## src/rtl/core/vdt_pkg.sv

```systemverilog
// Shared widths, constants and register indexes of the view direction update block.
package vdt_pkg;

  // Field widths
  localparam int DW     = 16;
  localparam int IW     = 8;
  localparam int CFG_AW = 2;

  // Fixed-point format
  localparam int FRAC_BITS = 14;

  localparam longint ONE_Q   = longint'(1) << FRAC_BITS;
  localparam longint SPEED_Q = ((longint'(15) << FRAC_BITS) + 500) / 1000;
  localparam longint CLAMP_Q = ((longint'(99) << FRAC_BITS) + 50) / 100;

  // Register indexes
  localparam logic [CFG_AW-1:0] REG_UP_X = 2'd0;
  localparam logic [CFG_AW-1:0] REG_UP_Y = 2'd1;
  localparam logic [CFG_AW-1:0] REG_UP_Z = 2'd2;

  // Turn and tilt offsets: SPEED_Q * 128 stays below 2^(FRAC_BITS+1)
  localparam int KW = FRAC_BITS + 2;

  // Working vector component: old direction plus the turn offset, or a unit
  // component plus the tilt offset
  localparam int VW_A = 2 * DW - FRAC_BITS + 1;
  localparam int VW_B = (VW_A > DW) ? VW_A : DW;
  localparam int VW   = ((VW_B > FRAC_BITS + 2) ? VW_B : FRAC_BITS + 2) + 1;

  // Sideways vector component: difference of two full products
  localparam int LW = 2 * DW + 1;

  // Shared multiplier operands and product
  localparam int AW = (LW > VW) ? LW : VW;
  localparam int BW = (KW > VW) ? KW : VW;
  localparam int PW = AW + BW;

  // Squared length, its root, quotient and dividend widths
  localparam int SW = 2 * VW;
  localparam int RW = VW;
  localparam int QW = FRAC_BITS + 2;
  localparam int NW = VW + FRAC_BITS + 1;

endpackage

```

## src/rtl/core/vdt_isqrt.sv

```systemverilog
// Bit-serial integer square root: one root bit per cycle, two radicand bits per step.
module vdt_isqrt (
  input  logic                   clk,
  input  logic                   rst_n,
  input  logic                   start,
  input  logic [vdt_pkg::SW-1:0] rad,
  output logic [vdt_pkg::RW-1:0] root,
  output logic                   done
);

  localparam int SW = vdt_pkg::SW;
  localparam int RW = vdt_pkg::RW;
  localparam int CW = $clog2(RW + 1);

  logic [CW-1:0] cnt_r;
  logic          busy_r;
  logic          done_r;
  logic [SW-1:0] rad_r;
  logic [RW:0]   rem_r;
  logic [RW-1:0] root_r;

  logic [RW+2:0] rem2;
  logic [RW+2:0] trial;
  logic [RW+2:0] diff;
  logic          ge;

  always_comb begin
    rem2  = {rem_r, rad_r[SW-1 -: 2]};
    trial = {1'b0, root_r, 2'b01};
    diff  = rem2 - trial;
    ge    = (rem2 >= trial);
  end

  always_ff @(posedge clk) begin
    if (!rst_n) begin
      busy_r <= 1'b0;
      done_r <= 1'b0;
      cnt_r  <= '0;
    end else begin
      done_r <= 1'b0;
      if (start) begin
        busy_r <= 1'b1;
        cnt_r  <= CW'(RW);
      end else if (busy_r) begin
        cnt_r <= cnt_r - CW'(1);
        if (cnt_r == CW'(1)) begin
          busy_r <= 1'b0;
          done_r <= 1'b1;
        end
      end
    end
    if (start) begin
      rad_r  <= rad;
      rem_r  <= '0;
      root_r <= '0;
    end else if (busy_r) begin
      rad_r  <= {rad_r[SW-3:0], 2'b00};
      rem_r  <= ge ? diff[RW:0] : rem2[RW:0];
      root_r <= {root_r[RW-2:0], ge};
    end
  end

  assign root = root_r;
  assign done = done_r;

endmodule

```

## src/rtl/core/vdt_div.sv

```systemverilog
// Bit-serial restoring divider lane: round(mag * 2^FRAC_BITS / root), one quotient bit a cycle.
module vdt_div (
  input  logic                   clk,
  input  logic                   rst_n,
  input  logic                   start,
  input  logic [vdt_pkg::VW-1:0] mag,
  input  logic [vdt_pkg::RW-1:0] root,
  output logic [vdt_pkg::QW-1:0] quo,
  output logic                   done
);

  localparam int RW = vdt_pkg::RW;
  localparam int QW = vdt_pkg::QW;
  localparam int NW = vdt_pkg::NW;
  localparam int CW = $clog2(QW + 1);

  logic [CW-1:0] cnt_r;
  logic          busy_r;
  logic          done_r;
  logic [RW:0]   dvs_r;
  logic [RW:0]   rem_r;
  logic [QW-1:0] num_r;
  logic [QW-1:0] quo_r;

  logic [NW-1:0] dividend;
  logic [RW+1:0] rem2;
  logic [RW+1:0] diff;
  logic          ge;

  // Dividend 2*mag*2^FRAC_BITS + root over divisor 2*root rounds half away from zero.
  // mag never exceeds root, so the top part already sits below the divisor.
  always_comb begin
    dividend = (NW'(mag) << (vdt_pkg::FRAC_BITS + 1)) + NW'(root);
    rem2     = {rem_r, num_r[QW-1]};
    diff     = rem2 - {1'b0, dvs_r};
    ge       = (rem2 >= {1'b0, dvs_r});
  end

  always_ff @(posedge clk) begin
    if (!rst_n) begin
      busy_r <= 1'b0;
      done_r <= 1'b0;
      cnt_r  <= '0;
    end else begin
      done_r <= 1'b0;
      if (start) begin
        busy_r <= 1'b1;
        cnt_r  <= CW'(QW);
      end else if (busy_r) begin
        cnt_r <= cnt_r - CW'(1);
        if (cnt_r == CW'(1)) begin
          busy_r <= 1'b0;
          done_r <= 1'b1;
        end
      end
    end
    if (start) begin
      dvs_r <= {root, 1'b0};
      rem_r <= (RW + 1)'(dividend[NW-1:QW]);
      num_r <= dividend[QW-1:0];
      quo_r <= '0;
    end else if (busy_r) begin
      rem_r <= ge ? diff[RW:0] : rem2[RW:0];
      num_r <= {num_r[QW-2:0], 1'b0};
      quo_r <= {quo_r[QW-2:0], ge};
    end
  end

  assign quo  = quo_r;
  assign done = done_r;

endmodule

```

## src/rtl/core/view_direction_turn_update.sv

```systemverilog
// Top level of the view direction update: sequencer, shared multiplier and serial units.
//
// Usage:
//   Write the up vector (up_x, up_y, up_z, signed Q2.14) through cfg_we, cfg_addr
//   and cfg_wdata while the block is idle; each write takes effect at once.
//   Each item on the in_ channel (valid/ready) carries a turn and a tilt step.
//   The block turns the stored view direction, shifts its vertical part by
//   the tilt offset, renormalizes twice and returns the new direction on the
//   out_ channel. Steps: cross product, turn offset, then per normalization
//   length, check, square root and divide, and last the output step. A zero
//   length ends the item early and returns the old direction. One item is
//   in flight at a time: in_ready is high only while the sequencer waits for
//   an item, so a new item is taken only after the last one has gone to the
//   output register; the pace is set by the bit-serial square root and the
//   three bit-serial divider lanes that run side by side.
//   The result sits in an output register; a stalled receiver holds it there
//   while the next item is accepted and computed, and that item waits for the
//   register before it is delivered.
//   Reset (rst_n low at a clock edge) restores the up vector to +z, the view
//   direction to +y, and empties the output register.
module view_direction_turn_update (
  input  logic                              clk,
  input  logic                              rst_n,
  input  logic                              cfg_we,
  input  logic [vdt_pkg::CFG_AW-1:0]        cfg_addr,
  input  logic [vdt_pkg::DW-1:0]            cfg_wdata,
  input  logic                              in_valid,
  output logic                              in_ready,
  input  logic signed [vdt_pkg::IW-1:0]     in_turn_right,
  input  logic signed [vdt_pkg::IW-1:0]     in_tilt_up,
  output logic                              out_valid,
  input  logic                              out_ready,
  output logic signed [vdt_pkg::DW-1:0]     out_x,
  output logic signed [vdt_pkg::DW-1:0]     out_y,
  output logic signed [vdt_pkg::DW-1:0]     out_z
);

  localparam int DW = vdt_pkg::DW;
  localparam int IW = vdt_pkg::IW;
  localparam int KW = vdt_pkg::KW;
  localparam int VW = vdt_pkg::VW;
  localparam int LW = vdt_pkg::LW;
  localparam int AW = vdt_pkg::AW;
  localparam int BW = vdt_pkg::BW;
  localparam int PW = vdt_pkg::PW;
  localparam int SW = vdt_pkg::SW;
  localparam int RW = vdt_pkg::RW;
  localparam int QW = vdt_pkg::QW;
  localparam int FB = vdt_pkg::FRAC_BITS;

  localparam logic signed [KW-1:0] SPEED_K = KW'(vdt_pkg::SPEED_Q);
  localparam logic signed [VW-1:0] CLAMP_V = VW'(vdt_pkg::CLAMP_Q);
  localparam logic [QW-1:0]        ONE_QW  = QW'(vdt_pkg::ONE_Q);
  localparam logic signed [DW-1:0] ONE_DW  = DW'(vdt_pkg::ONE_Q);
  localparam logic signed [PW-1:0] HALF_T  = PW'(longint'(1) << (2 * FB - 1));

  typedef logic signed [DW-1:0] comp_t;
  typedef logic signed [VW-1:0] vec_t;
  typedef logic signed [LW-1:0] side_t;

  typedef enum logic [2:0] {
    S_IDLE,
    S_CROSS,
    S_TURN,
    S_SQ,
    S_CHK,
    S_SQRT,
    S_DIV,
    S_FIN
  } state_t;

  function automatic comp_t sat_dw(input vec_t v);
    logic [VW-DW:0] hi_bits;
    hi_bits = v[VW-1:DW-1];
    if (hi_bits == '0 || hi_bits == '1) begin
      sat_dw = v[DW-1:0];
    end else if (v[VW-1]) begin
      sat_dw = {1'b1, {(DW-1){1'b0}}};
    end else begin
      sat_dw = {1'b0, {(DW-1){1'b1}}};
    end
  endfunction

  // Configuration
  comp_t up_x_r, up_y_r, up_z_r;

  // Sequencer and datapath registers
  state_t            state_r, state_nxt;
  logic [2:0]        cnt_r, cnt_nxt;
  logic              pass_r, pass_nxt;
  logic              out_valid_r, out_valid_nxt;
  comp_t             dir_r [3];
  comp_t             dir_nxt [3];
  logic signed [KW-1:0] k_r, k_nxt;
  logic signed [KW-1:0] tk_r, tk_nxt;
  logic signed [PW-1:0] p_r, p_nxt;
  side_t             acc_r, acc_nxt;
  side_t             l_r [3];
  side_t             l_nxt [3];
  vec_t              vec_r [3];
  vec_t              vec_nxt [3];
  logic [SW-1:0]     s_r, s_nxt;
  comp_t             out_x_r, out_x_nxt;
  comp_t             out_y_r, out_y_nxt;
  comp_t             out_z_r, out_z_nxt;

  // Combinational helpers
  logic signed [AW-1:0] mul_a;
  logic signed [BW-1:0] mul_b;
  logic signed [IW:0]   turn_ext, nturn, tilt_ext;
  logic signed [PW-1:0] turn_rnd;
  logic [1:0]           jdx;
  logic [1:0]           ldx;
  logic [VW-1:0]        mag [3];
  logic [QW-1:0]        quo [3];
  logic [QW-1:0]        qc  [3];
  vec_t                 qs  [3];
  vec_t                 zt, zc;
  logic [2:0]           dv_done;
  logic                 dv_done_all;
  logic                 sq_start, sq_done, dv_start;
  logic [RW-1:0]        sq_root;

  // Configuration writes
  always_ff @(posedge clk) begin
    if (!rst_n) begin
      up_x_r <= '0;
      up_y_r <= '0;
      up_z_r <= ONE_DW;
    end else if (cfg_we) begin
      case (cfg_addr)
        vdt_pkg::REG_UP_X: up_x_r <= cfg_wdata;
        vdt_pkg::REG_UP_Y: up_y_r <= cfg_wdata;
        vdt_pkg::REG_UP_Z: up_z_r <= cfg_wdata;
        default: ;
      endcase
    end
  end

  // Shared multiplier operand select
  always_comb begin
    mul_a = '0;
    mul_b = '0;
    case (state_r)
      S_CROSS: begin
        case (cnt_r)
          3'd0: begin mul_a = AW'(up_y_r); mul_b = BW'(dir_r[2]); end
          3'd1: begin mul_a = AW'(up_z_r); mul_b = BW'(dir_r[1]); end
          3'd2: begin mul_a = AW'(up_z_r); mul_b = BW'(dir_r[0]); end
          3'd3: begin mul_a = AW'(up_x_r); mul_b = BW'(dir_r[2]); end
          3'd4: begin mul_a = AW'(up_x_r); mul_b = BW'(dir_r[1]); end
          3'd5: begin mul_a = AW'(up_y_r); mul_b = BW'(dir_r[0]); end
          default: ;
        endcase
      end
      S_TURN: begin
        if (cnt_r < 3'd3) begin
          mul_a = AW'(l_r[cnt_r[1:0]]);
          mul_b = BW'(k_r);
        end
      end
      S_SQ: begin
        if (cnt_r < 3'd3) begin
          mul_a = AW'(vec_r[cnt_r[1:0]]);
          mul_b = BW'(vec_r[cnt_r[1:0]]);
        end
      end
      default: ;
    endcase
  end

  // Lane inputs and scaled results
  always_comb begin
    for (int i = 0; i < 3; i++) begin
      mag[i] = vec_r[i][VW-1] ? VW'(-vec_r[i]) : VW'(vec_r[i]);
      qc[i]  = (quo[i] > ONE_QW) ? ONE_QW : quo[i];
      qs[i]  = vec_r[i][VW-1] ? -VW'(qc[i]) : VW'(qc[i]);
    end
    zt = qs[2] + VW'(tk_r);
    if (zt > CLAMP_V) begin
      zc = CLAMP_V;
    end else if (zt < -CLAMP_V) begin
      zc = -CLAMP_V;
    end else begin
      zc = zt;
    end
  end

  always_comb begin
    turn_ext = {in_turn_right[IW-1], in_turn_right};
    nturn    = -turn_ext;
    tilt_ext = {in_tilt_up[IW-1], in_tilt_up};
    turn_rnd = (p_r + HALF_T) >>> (2 * FB);
    jdx      = 2'(cnt_r - 3'd1);
    ldx      = 2'(cnt_r[2:1] - 2'd1);
  end

  assign dv_done_all = &dv_done;
  assign sq_start    = (state_r == S_CHK) && (s_r != '0);
  assign dv_start    = (state_r == S_SQRT) && sq_done;

  // Sequencer next state
  always_comb begin
    state_nxt     = state_r;
    cnt_nxt       = cnt_r;
    pass_nxt      = pass_r;
    out_valid_nxt = out_valid_r && !out_ready;
    dir_nxt       = dir_r;
    k_nxt         = k_r;
    tk_nxt        = tk_r;
    p_nxt         = mul_a * mul_b;
    acc_nxt       = acc_r;
    l_nxt         = l_r;
    vec_nxt       = vec_r;
    s_nxt         = s_r;
    out_x_nxt     = out_x_r;
    out_y_nxt     = out_y_r;
    out_z_nxt     = out_z_r;

    case (state_r)
      S_IDLE: begin
        if (in_valid) begin
          k_nxt     = SPEED_K * KW'(nturn);
          tk_nxt    = SPEED_K * KW'(tilt_ext);
          cnt_nxt   = '0;
          pass_nxt  = 1'b0;
          state_nxt = S_CROSS;
        end
      end
      S_CROSS: begin
        cnt_nxt = cnt_r + 3'd1;
        // Odd counts take the first product of a pair, nonzero even counts close it
        if (cnt_r[0]) begin
          acc_nxt = p_r[LW-1:0];
        end else if (cnt_r != 3'd0) begin
          l_nxt[ldx] = acc_r - p_r[LW-1:0];
        end
        if (cnt_r == 3'd6) begin
          cnt_nxt   = '0;
          state_nxt = S_TURN;
        end
      end
      S_TURN: begin
        cnt_nxt = cnt_r + 3'd1;
        if (cnt_r != 3'd0) begin
          vec_nxt[jdx] = VW'(dir_r[jdx]) + $signed(turn_rnd[VW-1:0]);
        end
        if (cnt_r == 3'd3) begin
          cnt_nxt   = '0;
          state_nxt = S_SQ;
        end
      end
      S_SQ: begin
        cnt_nxt = cnt_r + 3'd1;
        if (cnt_r == 3'd1) begin
          s_nxt = p_r[SW-1:0];
        end else if (cnt_r != 3'd0) begin
          s_nxt = s_r + p_r[SW-1:0];
        end
        if (cnt_r == 3'd3) begin
          cnt_nxt   = '0;
          state_nxt = S_CHK;
        end
      end
      S_CHK: begin
        // Zero length: drop the item's update and return the old direction
        state_nxt = (s_r == '0) ? S_FIN : S_SQRT;
      end
      S_SQRT: begin
        if (sq_done) begin
          state_nxt = S_DIV;
        end
      end
      S_DIV: begin
        if (dv_done_all) begin
          if (!pass_r) begin
            vec_nxt[0] = qs[0];
            vec_nxt[1] = qs[1];
            vec_nxt[2] = zc;
            pass_nxt   = 1'b1;
            cnt_nxt    = '0;
            state_nxt  = S_SQ;
          end else begin
            dir_nxt[0] = sat_dw(qs[0]);
            dir_nxt[1] = sat_dw(qs[1]);
            dir_nxt[2] = sat_dw(qs[2]);
            state_nxt  = S_FIN;
          end
        end
      end
      S_FIN: begin
        // Hold until the output register is free
        if (!out_valid_r || out_ready) begin
          out_valid_nxt = 1'b1;
          out_x_nxt     = dir_r[0];
          out_y_nxt     = dir_r[1];
          out_z_nxt     = dir_r[2];
          state_nxt     = S_IDLE;
        end
      end
      default: state_nxt = S_IDLE;
    endcase
  end

  always_ff @(posedge clk) begin
    if (!rst_n) begin
      state_r     <= S_IDLE;
      cnt_r       <= '0;
      pass_r      <= 1'b0;
      out_valid_r <= 1'b0;
      dir_r[0]    <= '0;
      dir_r[1]    <= ONE_DW;
      dir_r[2]    <= '0;
    end else begin
      state_r     <= state_nxt;
      cnt_r       <= cnt_nxt;
      pass_r      <= pass_nxt;
      out_valid_r <= out_valid_nxt;
      dir_r       <= dir_nxt;
    end
    k_r     <= k_nxt;
    tk_r    <= tk_nxt;
    p_r     <= p_nxt;
    acc_r   <= acc_nxt;
    l_r     <= l_nxt;
    vec_r   <= vec_nxt;
    s_r     <= s_nxt;
    out_x_r <= out_x_nxt;
    out_y_r <= out_y_nxt;
    out_z_r <= out_z_nxt;
  end

  vdt_isqrt u_isqrt (
    .clk   (clk),
    .rst_n (rst_n),
    .start (sq_start),
    .rad   (s_r),
    .root  (sq_root),
    .done  (sq_done)
  );

  for (genvar g = 0; g < 3; g++) begin : g_lane
    vdt_div u_div (
      .clk   (clk),
      .rst_n (rst_n),
      .start (dv_start),
      .mag   (mag[g]),
      .root  (sq_root),
      .quo   (quo[g]),
      .done  (dv_done[g])
    );
  end

  assign in_ready  = (state_r == S_IDLE);
  assign out_valid = out_valid_r;
  assign out_x     = out_x_r;
  assign out_y     = out_y_r;
  assign out_z     = out_z_r;

endmodule

```

## config.mk

```make
export PLATFORM = sky130hd
export DESIGN_NAME = view_direction_turn_update
export DESIGN_NICKNAME = d
export VERILOG_FILES = /design/src/rtl/core/vdt_pkg.sv /design/src/rtl/core/vdt_isqrt.sv /design/src/rtl/core/vdt_div.sv /design/src/rtl/core/view_direction_turn_update.sv
export SDC_FILE = /design/constraint.sdc
export NUM_CORES = 2
export LEC_CHECK = 0
export ABC_AREA = 0
export BUFFER_PORTS_ARGS = -buffer_cell sky130_fd_sc_hd__buf_4
export CAP_MARGIN = 25
export CELL_PAD_IN_SITES_DETAIL_PLACEMENT = 1
export CELL_PAD_IN_SITES_GLOBAL_PLACEMENT = 1
export CORE_MARGIN = 2
export CORE_UTILIZATION = 40
export CTS_BUF_LIST = sky130_fd_sc_hd__clkbuf_16
export DETAILED_ROUTE_END_ITERATION = 12
export PLACE_DENSITY_LB_ADDON = 0.05
export SLEW_MARGIN = 20
export SYNTH_ARGS = -nofsm -noshare
export SYNTH_HDL_FRONTEND = slang
export SYNTH_SLANG_ARGS = --single-unit
```

## constraint.sdc

```tcl
create_clock -name clk -period 13.4 [get_ports clk]
set_input_delay 0 -clock clk [delete_from_list [all_inputs] [get_ports clk]]
set_output_delay 0 -clock clk [all_outputs]
set_load 0.02 [all_outputs]
```

; Word level (Yosys, flattened, before mapping)
; Index checks and enable logic that the tools add are counted.
; Widths: inputs -> output; s select.
[totals]
out_inout_bits = 50
latchBits = 0
input_bits = 39
ff_bits = 750
mem_count = 0
romBits = 0
ram_bits = 0
wordCells = 304
[classes]
shifts = 0
multipliers = 3
reduce_logical = 55
addsub = 26
eq_ne = 31
n_lt_le_gt_ge = 15
bitwise_logic = 9
muxes = 109
n_div = 0
[ops]
columns = cell, n
row1 = $mux 16, 17
row2 = $mux 20, 13
row3 = $pmux 33 s3, 2
row4 = $mux 60, 3
row5 = $mux 33, 5
row6 = $mux 40, 4
row7 = $pmux 20 s3, 2
row8 = $pmux 60 s2, 1
row9 = $mux 19, 6
row10 = $add 35x20->35, 3
row11 = $bwmux 99, 1
row12 = $mux 21, 4
row13 = $sub 21x21->21, 4
row14 = $bmux 33 s2, 1
row15 = $demux 33 s2, 1
row16 = $ge 22x21->1, 3
row17 = $bwmux 60, 1
row18 = $neg 16->20, 3
row19 = $neg 20->20, 3
row20 = $add 48x29->48 const B, 1
row21 = $gt 16x15->1 const B, 3
row22 = $mul 33x20->48, 1
row23 = $add 40x40->40, 1
row24 = $bmux 20 s2, 1
row25 = other kinds (53), 164

; Logic depth before layout (Yosys ltp)
[logic_depth]
word_depth = 11
ltp_mapped = 39
mapped_depth_nobuf = 32

; Hierarchy
; From an unflattened synthesis, not the netlist that was laid out.
[hier_totals]
hier_cells = 7339
area_unflattened_um2 = 69522.9
[by_module_without_submodules]
columns = mod, seq_area_each_um2, cells_per_inst, area_each_um2, instances
row1 = view_direction_turn_update, 12351.8, 5548, 50597.3, 1
row2 = vdt_div, 2152.1, 444, 4737.0, 3
row3 = vdt_isqrt, 2162.1, 459, 4714.5, 1

; Worst setup path after synthesis
; No wires, ideal clock.
[synth_timing]
path_kind = register to register
from = reg cnt_r[0]
to = reg p_r[45]
setup_ns = 0.072
path_slack_ns = 3.851
arrival_time_ns = 9.476
required_time_ns = 13.328
period_less_slack_ns = 9.549
stages_incl_launch_ff = 37
path_cell_list = dfxtp_1 > clkbuf_1 > buf_2 > buf_2 > inv_1 > clkbuf_1 > ha_1 > o21ba_2 > clkbuf_1 > nor3_1 > nor2_1 > clkbuf_1 > clkbuf_1 > a221oi_1 > nor2_1 > fa_1 > inv_1 > fa_1 > fa_1 > inv_1 > fa_1 > fa_1 > fa_1 > inv_1 > fa_1 > inv_1 > ha_1 > clkbuf_1 > a211oi_1 > o21bai_1 > a31o_2 > nand4bb_1 > a31oi_1 > o21a_1 > nand3b_1 > a31oi_1 > xnor2_1
[synth_between]
elab_chain_cells = 7
word_cells_on_any_way = 29
classes_between = 1 x mul / 1 x order compare / 5 x eq/ne / 14 x mux / 1 x bitwise / 7 x reduce/logical
[synth_rtl]
columns = element, line
row1 = "start, declared", view_direction_turn_update.sv:89  ; logic [2:0] cnt_r, cnt_nxt;
row2 = "start signal, assigned", view_direction_turn_update.sv:316  ; cnt_r <= cnt_nxt;
row3 = $not 2->3 (implied by the code), "view_direction_turn_update.sv:158, view_direction_turn_update.sv:164, view_direction_turn_update.sv:165"
row4 = $bmux 20 s2 / $bmux 33 s2 (equally long branches), "view_direction_turn_update.sv:164, view_direction_turn_update.sv:165, view_direction_turn_update.sv:158"
row5 = $mux 20 (implied by the code) / $mux 33 (equally long branches) (2 in a row), "view_direction_turn_update.sv:164, view_direction_turn_update.sv:165, view_direction_turn_update.sv:158"
row6 = "$mux 33, or another cell as far along", view_direction_turn_update.sv:163  ; if (cnt_r < 3'd3) begin
row7 = $pmux 33 s3 / $pmux 20 s3 (equally long branches), view_direction_turn_update.sv:144  ; case (state_r)
row8 = $mul 33x20->48 (*), view_direction_turn_update.sv:211  ; p_nxt = mul_a * mul_b;
row9 = named net p_nxt[45], view_direction_turn_update.sv:96  ; logic signed [PW-1:0] p_r, p_nxt;
row10 = "end signal, assigned", view_direction_turn_update.sv:323  ; p_r <= p_nxt;
row11 = "end, declared", view_direction_turn_update.sv:96
; Mark *: on every way through the listed nets, which the timed path passes. The rest lies on a longest branch. The select of a mux whose other input is x is not followed.
; A chain may end at the register's enable or synchronous reset.

; Worst setup path in the final report
[layout_timing]
from = reg cnt_r[1]
to = reg p_r[45]
; Same word-level chain as after synthesis.

==> flow_metrics.env <==
export IMPL_status="completed"
export IMPL_synth_mux_area_share_pct=2.71
export IMPL_nets=8621
export IMPL_ys_seq_area_share_pct=29.0
export IMPL_setup_tns_ps=0
export IMPL_critical_path_slowest_cell="or3_1"
export IMPL_antenna_found_initial=10
export IMPL_rows=151
export IMPL_ir_worst_vdd_v=0.000120
export IMPL_synthSimpleGateAreaFrac_pct=15.3
export IMPL_synth_warnings=0
export IMPL_cts_root_buf="clkbuf_16"
export IMPL_relSlewSlack_pct=25.5
export IMPL_async_flop_share_pct=0
export IMPL_post_route_min_period_ps=10700
export IMPL_chipWidth_um=417
export IMPL_drive_gt1_share_pct=5.98
export IMPL_setup_viol=0
export IMPL_post_cts_setup_buffers=0
export IMPL_die_h_um=417
export IMPL_critPathCaptureType="flip-flop"
export IMPL_r2r_end="p_r[45]$_DFF_P_"
export IMPL_critPathLaunchType="flip-flop"
export IMPL_finalCritPeriodShare_pct=79.9
export IMPL_required_ps=14040
export IMPL_drt_iter0_drc=3650
export IMPL_synth_compound_area_share_pct=13.3
export IMPL_io_buffers=88
export IMPL_dp_hpwl_mm=190
export IMPL_hold_class="input pin to flip-flop"
export IMPL_path_buf_inv=5
export IMPL_grt_ovfl_total=0
export IMPL_synth_top_family_by_area="adder cells"
export IMPL_ys_flop_type="edfxtp_1"
export IMPL_worst_pin_slew_ps=1120
export IMPL_hold_depth=4
export IMPL_grt_pass1_vias=56755
export IMPL_max_stage_delay_ps=650
export IMPL_r2r_start="cnt_r[1]$_SDFFE_PN0P_"
export IMPL_wirelength_mm=243
export IMPL_clk_insertion_delay_late_ps=720
export IMPL_skew_ps=26.4
export IMPL_hold_viol=0
export IMPL_fmax_ghz=0.0934
export IMPL_synth_edf_count=475
export IMPL_yosys_cell_types_count=96
export IMPL_route_antenna_remaining_nets=0
export IMPL_synth_seq_cells=750
export IMPL_max_cap_violations=0
export IMPL_r2r_setup_slack_ps=2700
export IMPL_min_to="tk_r[4]$_DFFE_PP_"
export IMPL_path_max_fanout=38
export IMPL_postPlaceCellArea_um2=71600
export IMPL_ios=89
export IMPL_grt_start_max_net_pins=109
export IMPL_syn_inst=7507
export IMPL_wire_per_inst_um=24.8
export IMPL_cts_htree_levels=3
export IMPL_clkTransAtPathRegs_ps=70
export IMPL_gp_congestion=0.902
export IMPL_crit_top_cell="fa_1"
export IMPL_clock_sinks=750
export IMPL_area_delta_synth_final_pct=9.83
export IMPL_num_vias=54055
export IMPL_rr_worst_depth=28
export IMPL_synth_cell_area_um2=68300
export IMPL_post_route_drc_count=0
export IMPL_p_per_area_nw_per_um2=126
export IMPL_numCtsBuffers=87
export IMPL_syn_nets=8629
export IMPL_arrival_ps=11350
export IMPL_p_leak_nw=32.2
export IMPL_rsz0062_at_grt="false"
export IMPL_dieArea_um2=174000
export IMPL_fp_coreArea_um2=169000
export IMPL_syn_area_per_cell_um2=9.09
export IMPL_slew_violations=0
export IMPL_cts_tree="built"
export IMPL_grt_pass1_wl_mm=365
export IMPL_fin_area_um2=75000
export IMPL_first_pass_iters=5
export IMPL_min_delay_start="in_tilt_up[3]"
export IMPL_crit_type="flip-flop to flip-flop"
export IMPL_num_fill_cells=19426
export IMPL_cts_buffer_depth=3
export IMPL_routed_via_density=5.52
export IMPL_initial_core_util_pct=40.3
export IMPL_grt_use_total_pct=27.8
export IMPL_synthAdderAreaFrac_pct=27.2
export IMPL_critPathTopFamily="adder cells"
export IMPL_synth_xor_area_share_pct=4.99
-- routing by layer --
layer	track usage, %	up-vias	part of all wire (%)	wire [um]
li1	-	25061	-	-
met1	38.1	27698	46	111000
met2	46.7	1021	48	116000
met3	2.80	275	3.8	9150
met4	7.47	0	2.7	6660
met5	0	-	0	0
-- stage by stage --
step / cells / util (%) / worst slack [ps] / hold WS [ps] / total power [mW]
3_3_place_gp: 9583 / 42.2 / 2880 / 242 / 6.93
4_1_cts: 9785 / 44.2 / 2760 / 2.45 / 9.53
6_report: 9798 / 44.2 / 2700 / 43.0 / 9.47
3_5_place_dp: 9590 / 42.3 / 2800 / 247 / 7.01
2_1_floorplan: 7507 / - / 3850 / 98.9 / 5.52
5_1_grt: 9796 / 44.2 / 2210 / 72.8 / 10.0
-- kinds of logic (layout without fill, tap and decap cells) --
family          after synthesis  in the layout
buf+inv                    1359           1426
simple gates               2346           2346
other cells                   0              6
fa+ha+maj                  1091           1091
flops                       750            750
mux                         183            183
compound gates             1389           1389
xor+xnor                    389            389
-- worst min-delay path, delay by kind of cell --
kind / cells / cell delay [ps]
buf+inv: 1 / 110
fa+ha+maj: 3 / 520
-- cells in the mapped netlist, types with 19 or more instances --
cell / count / area share, %
inv_1: 1023 / 5.6
mux2i_1: 171 / 2.5
a221oi_1: 31 / 0.40
o21a_1: 65 / 0.71
nand2_1: 1013 / 5.6
clkbuf_1: 299 / 1.6
nand2b_1: 74 / 0.68
a21oi_1: 357 / 2.6
o22ai_1: 40 / 0.37
nor2_1: 680 / 3.7
xor2_1: 132 / 1.7
and3_1: 32 / 0.29
nor3_1: 99 / 0.73
nor2b_1: 51 / 0.47
edfxtp_1: 475 / 21
a22oi_1: 35 / 0.38
dfxtp_1: 275 / 8.1
o31ai_1: 35 / 0.38
o21ai_1: 67 / 0.49
a21o_1: 92 / 1.0
or2_2: 24 / 0.22
o21ai_0: 245 / 1.8
buf_1: 21 / 0.12
xnor2_1: 257 / 3.3
ha_1: 421 / 7.7
a31oi_1: 47 / 0.43
a221o_1: 28 / 0.41
nor3b_1: 19 / 0.21
o21bai_1: 47 / 0.52
or3_1: 42 / 0.38
a21boi_0: 62 / 0.68
o211ai_1: 20 / 0.22
fa_1: 662 / 19
nor4_1: 38 / 0.35
nand4_1: 39 / 0.36
a211oi_1: 53 / 0.58
o41ai_1: 22 / 0.28
and2_1: 52 / 0.48
nand3_1: 88 / 0.65
-- cells in the final DEF (no fill, tap or decap), types with 87 or more instances in the layout --
| cell type | instances |
|---|---|
| inv_1 | 1041 |
| nand2_1 | 1013 |
| nor2_1 | 673 |
| fa_1 | 662 |
| edfxtp_1 | 475 |
| ha_1 | 421 |
| a21oi_1 | 354 |
| dfxtp_1 | 271 |
| xnor2_1 | 257 |
| o21ai_0 | 244 |
| buf_4 | 193 |
| mux2i_1 | 171 |
| xor2_1 | 132 |
| nor3_1 | 96 |
| a21o_1 | 92 |
| clkbuf_16 | 91 |
| nand3_1 | 87 |
-- report_power, final --
group | switching [mW] | leakage [nW] | total [mW] | internal [mW]
Sequential | 0.249 | 6.65 | 3.00 | 2.75
Clock | 1.05 | 1.52 | 2.48 | 1.43
Combinational | 2.63 | 24.0 | 3.99 | 1.36
-- worst max-delay path by stage --
| stage | cells after the start | endpoint | startpoint | slack (ps) |
|---|---|---|---|---|
| after CTS | 27 | p_r[45]$_DFF_P_ | cnt_r[0]$_SDFFE_PN0P_ | 2760 |
| after global placement | 31 | p_r[45]$_DFF_P_ | cnt_r[0]$_SDFFE_PN0P_ | 2880 |
| final | 28 | p_r[45]$_DFF_P_ | cnt_r[1]$_SDFFE_PN0P_ | 2700 |
| after floorplan | 36 | p_r[45]$_DFF_P_ | cnt_r[0]$_SDFFE_PN0P_ | 3850 |
| after global routing | 28 | p_r[44]$_DFF_P_ | cnt_r[0]$_SDFFE_PN0P_ | 2210 |
| after detailed placement | 27 | p_r[45]$_DFF_P_ | cnt_r[0]$_SDFFE_PN0P_ | 2800 |
-- flip-flops by register name (all words and copies together), names as in the netlist, 40 cells and up --
signal              cells
vec_r                  60
g_lane.u_div.rem_r     63
s_r                    40
g_lane.u_div.num_r     48
g_lane.u_div.quo       48
u_isqrt.rad_r          40
l_r                    99
dir_r                  48
p_r                    48
-- cell type report --
cell class	instances	area (um2)	share of cell area (%)
timing repair buffer	233	1910	2.54
clock inverter	73	669	0.893
antenna	6	15.0	0.0200
clock buffer	91	2280	3.04
tap	2218	2780	3.70
sequential	750	19800	26.4
inverter	1029	3860	5.15
multi-input combinational	5398	43700	58.3
-- timing repair --
| action | 4_1_cts | 5_1_grt |
|---|---|---|
| endpoints found under the hold margin | 78 | 0 |
| resized for setup | 0 | 0 |
| hold buffers | 31 | 0 |
No activity file was read; power rests on OpenSTA's default activity.
